## config.mk

```make
export PLATFORM = sky130hd
export DESIGN_NAME = pic_mul
export DESIGN_NICKNAME = d
export VERILOG_FILES = /design/src/rtl/pic_mul.sv
export SDC_FILE = /design/constraint.sdc
export NUM_CORES = 2
export LEC_CHECK = 0
export BUFFER_PORTS_ARGS = -buffer_cell sky130_fd_sc_hd__buf_4
export CORE_ASPECT_RATIO = 1.2
export CORE_MARGIN = 5
export CORE_UTILIZATION = 50
export DETAILED_ROUTE_END_ITERATION = 10
export GPL_TIMING_DRIVEN = 0
export MAX_ROUTING_LAYER = met4
export PLACE_DENSITY = 0.66
export RECOVER_POWER = 50
export SKIP_CTS_REPAIR_TIMING = 1
export SYNTH_ARGS = -nofsm -noshare
export SYNTH_HDL_FRONTEND = slang
export SYNTH_SLANG_ARGS = --single-unit
```

## constraint.sdc

```tcl
create_clock -name clk -period 21.9 [get_ports clk]
set_input_delay 6.57 -clock clk [delete_from_list [all_inputs] [get_ports clk]]
set_output_delay 6.57 -clock clk [all_outputs]
set_load 0.005 [all_outputs]
```

## src/rtl/pic_mul.sv

```systemverilog
// ----------------------------------------------------------------------------
// pic_mul: two-stage unsigned multiplier
// Splits both operands into halves, registers the four partial products and
// adds them in the second stage. Advances only when enabled.
// ----------------------------------------------------------------------------
module pic_mul #(
  parameter int WIDTH = 33
) (
  input  logic                 clk,
  input  logic                 en,
  input  logic [WIDTH-1:0]     a,
  input  logic [WIDTH-1:0]     b,
  output logic [2*WIDTH-1:0]   p
);
  localparam int H = (WIDTH + 1) / 2;

  logic [H-1:0]   a_lo, a_hi, b_lo, b_hi;
  logic [2*H-1:0] pp_ll, pp_lh, pp_hl, pp_hh;
  logic [4*H-1:0] sum;

  assign a_lo = a[H-1:0];
  assign b_lo = b[H-1:0];
  assign a_hi = H'(a >> H);
  assign b_hi = H'(b >> H);

  always_ff @(posedge clk) begin
    if (en) begin
      pp_ll <= a_lo * b_lo;
      pp_lh <= a_lo * b_hi;
      pp_hl <= a_hi * b_lo;
      pp_hh <= a_hi * b_hi;
    end
  end

  assign sum = (4*H)'(pp_ll) + ((4*H)'(pp_lh) << H) + ((4*H)'(pp_hl) << H)
             + ((4*H)'(pp_hh) << (2*H));

  always_ff @(posedge clk) begin
    if (en) begin
      p <= sum[2*WIDTH-1:0];
    end
  end
endmodule

```

==> results.md <==
- Commonest non-fill, non-tap cells in the layout: 967 x inv_1, 868 x fa_1, 667 x nand2_1
- Post-detail-place hpwl: 117 mm
- Drt total wl: 142 mm
- Most common cell after layout, fill and taps aside: inv_1
- Sequential element share of the synthesized area: 13.5%
- First-pass GRT wire length: ~210 mm
- R2r setup slk: 16790 ps
- Crit path max-delay cell type: clkbuf_1
- FF-to-FF Start: pp_ll[18]
- Most frequent CP cell: clkbuf_1
- Final Setup Violations: 0
- Hold path endpoint: p[6]
- Mapped Area: between 40000 and 50000 um^2
- DRT Pass-1 Iters: 7
- Failing checks: capacitance limit, slew limit
- TritonCTS Buffers: 17
- Crit path DAT: 14610 ps
- Tightest Hold Check Type: flip-flop to flip-flop
- TritonCTS clock tree: done
- Synth async-reset ratio: 0%
- CP peak stage delay: 4380 ps
- Mapped Cells: ~4.6k
- Port Buffers: 133
- RD Place Congestion: 1.03
- Fillers: 8051
- Clock buffer depth: 2
- Worst-path cell chain: clkbuf_1 -> clkbuf_1
- Horiz. Die Dim: 281 um
- Initial Utilization: about half
- Relative slew slack: -308%
- Final Max Slew Viols: 202
- Share of cells above drive strength 1: 3.65%
- Final worst path period share: about two thirds
- Synth warn: 0
- RSZ-0062 raised after global routing: false
- Primary FF master, synth: edfxtp_1
- # rows: ~120
- Cell accounting for the most synthesized area: fa_1
- Io pins: 134
- Largest net degree at the start of global routing: 116
- Post-DR vias/cell: 5.60
- Htree depth: 4
- MaxCap Viol Count: 3
- Die Ht: 335 um
- Nature of the critical path endpoint: flip-flop
- Initial antenna violation count: 20
- Synthesis-to-layout area growth: 6.96%
- CTS Sinks: ~200
- Highest clock rate: between 60 and 70 MHz
- Root Driver: clkbuf_16
- Routed wire per std cell: 23.8 um
- Floorplan Core Area: 87700 um^2
- Number of synthesized register bits: 198
- Run status: finished with violations
- Endpoint of the worst register-to-register path: p[64]
- DRC: 0
- Hold Violations, Final: 0
- Crit-path max FO: 115
- Crit Path Category: input port to flip-flop
- Starting DRT DRC Count: 2588
- DR vias: around 33k
- Layout Skew: 37.5 ps
- Worst Reg-to-Reg Cells: 13
- Clock transition at path regs: 90 ps
- Top cell type's share of synthesized area: 39.4%
- GRT Util Overall: around 31%
- Family with the most delay on the worst path: buffers and inverters
- Hold Path Cell Cnt: 0
- Post-synth EDFFs: 198
- Hold Path Origin: pp_ll[6]
- Setup TNS: 0 ps
- Avg Inst Size Synth: between 9 and 10 um^2
- CP bufs+invs: 2
- Startpoint Class: input port
- Worst-skew pair later-pin latency: 550 ps
- Top cells by area, synth: fa_1 39%, edfxtp_1 13%, ha_1 13%
- Final critical-path required period: 14640 ps
- Antenna Violating Nets Remaining: 0
- Gr ovfl total: 0
- Die Area: about 94000 um^2
- Yosys cell types: 58
- Critical Path RT: between 20000 and 25000 ps
- Final #Nets: roughly 6k
- Least-Margin Pin Slew: 6120 ps
- Synthesized net count: 6024
- Vias in the first global route: 35.0k
cell usage after synthesis (all sizes together) (51+ instances only):
| cell type | count |
|---|---|
| inv | 967 |
| fa | 868 |
| nand2 | 667 |
| and2 | 507 |
| ha | 455 |
| clkbuf | 203 |
| edfxtp | 198 |
| a21oi | 121 |
| xnor2 | 100 |
| nor2 | 89 |
| a21o | 70 |
| o21ai | 68 |
| xor2 | 51 |
logic make-up (layout without fill, tap and decap cells):
logic type	Yosys count	in the layout	share of synthesized area, %
other	0	11	0
muxes	1	1	0.0227
adders and majority gates	1323	1323	52.3
AOI/OAI and AO/OA	396	396	5.81
and+or+nand+nor	1394	1394	15.4
DFF	198	198	13.5
xor gates and xnor gates	151	151	3.00
buffers and inverters	1170	1336	9.96
flip-flops by register name, indices dropped and copies added (netlist names):
register  count
pp_hh        32
pp_lh        33
p            66
pp_hl        33
pp_ll        34
routing by layer:
layer  part of all wire (%)  track usage [%]  wire [um]  vias up
met5                      0                -          0        -
met4                    7.8             19.5      11000        0
met3                    8.3             5.60      11700      503
met2                     47             49.6      66900     1563
met1                     37             37.2      52000    16900
li1                       -                -          -    14400
cell type report:
class / instances / area [um^2] / area share (%)
sequential: 198 / 5950 / 12.6
inverter: 967 / 3630 / 7.70
multi-input combinational: 3265 / 33800 / 71.6
tap: 1149 / 1440 / 3.05
timing repair buffer: 134 / 991 / 2.10
antenna: 11 / 27.5 / 0.0584
buffer: 203 / 763 / 1.62
clock buffer: 17 / 425 / 0.902
clock inverter: 15 / 186 / 0.395
stage by stage:
step	util, %	hold slack (ps)	instances	cell area (um^2)	worst slack, ps
3_5_place_dp	53.1	405	5916	46600	7900
3_3_place_gp	53.1	400	5915	46500	7990
4_1_cts	53.8	420	5948	47200	8500
5_1_grt	53.8	424	5957	47200	6500
6_report	53.8	419	5959	47200	7260
2_1_floorplan	-	400	4633	44100	9620
worst max-delay path by stage:
stage,cells past startpoint,start,end,slack (ps)
4_1_cts,21,b[23],pp_hh[30],8500
3_5_place_dp,21,b[23],pp_hh[30],7900
2_1_floorplan,21,b[11],pp_hl[31],9620
3_3_place_gp,21,b[23],pp_hh[30],7990
5_1_grt,2,en,pp_ll[22],6500
6_report,2,en,pp_ll[18],7260
Power is left out: the tool's default activity adds up to more than one toggle a clock period on the data nets, which glitch-free logic cannot reach.
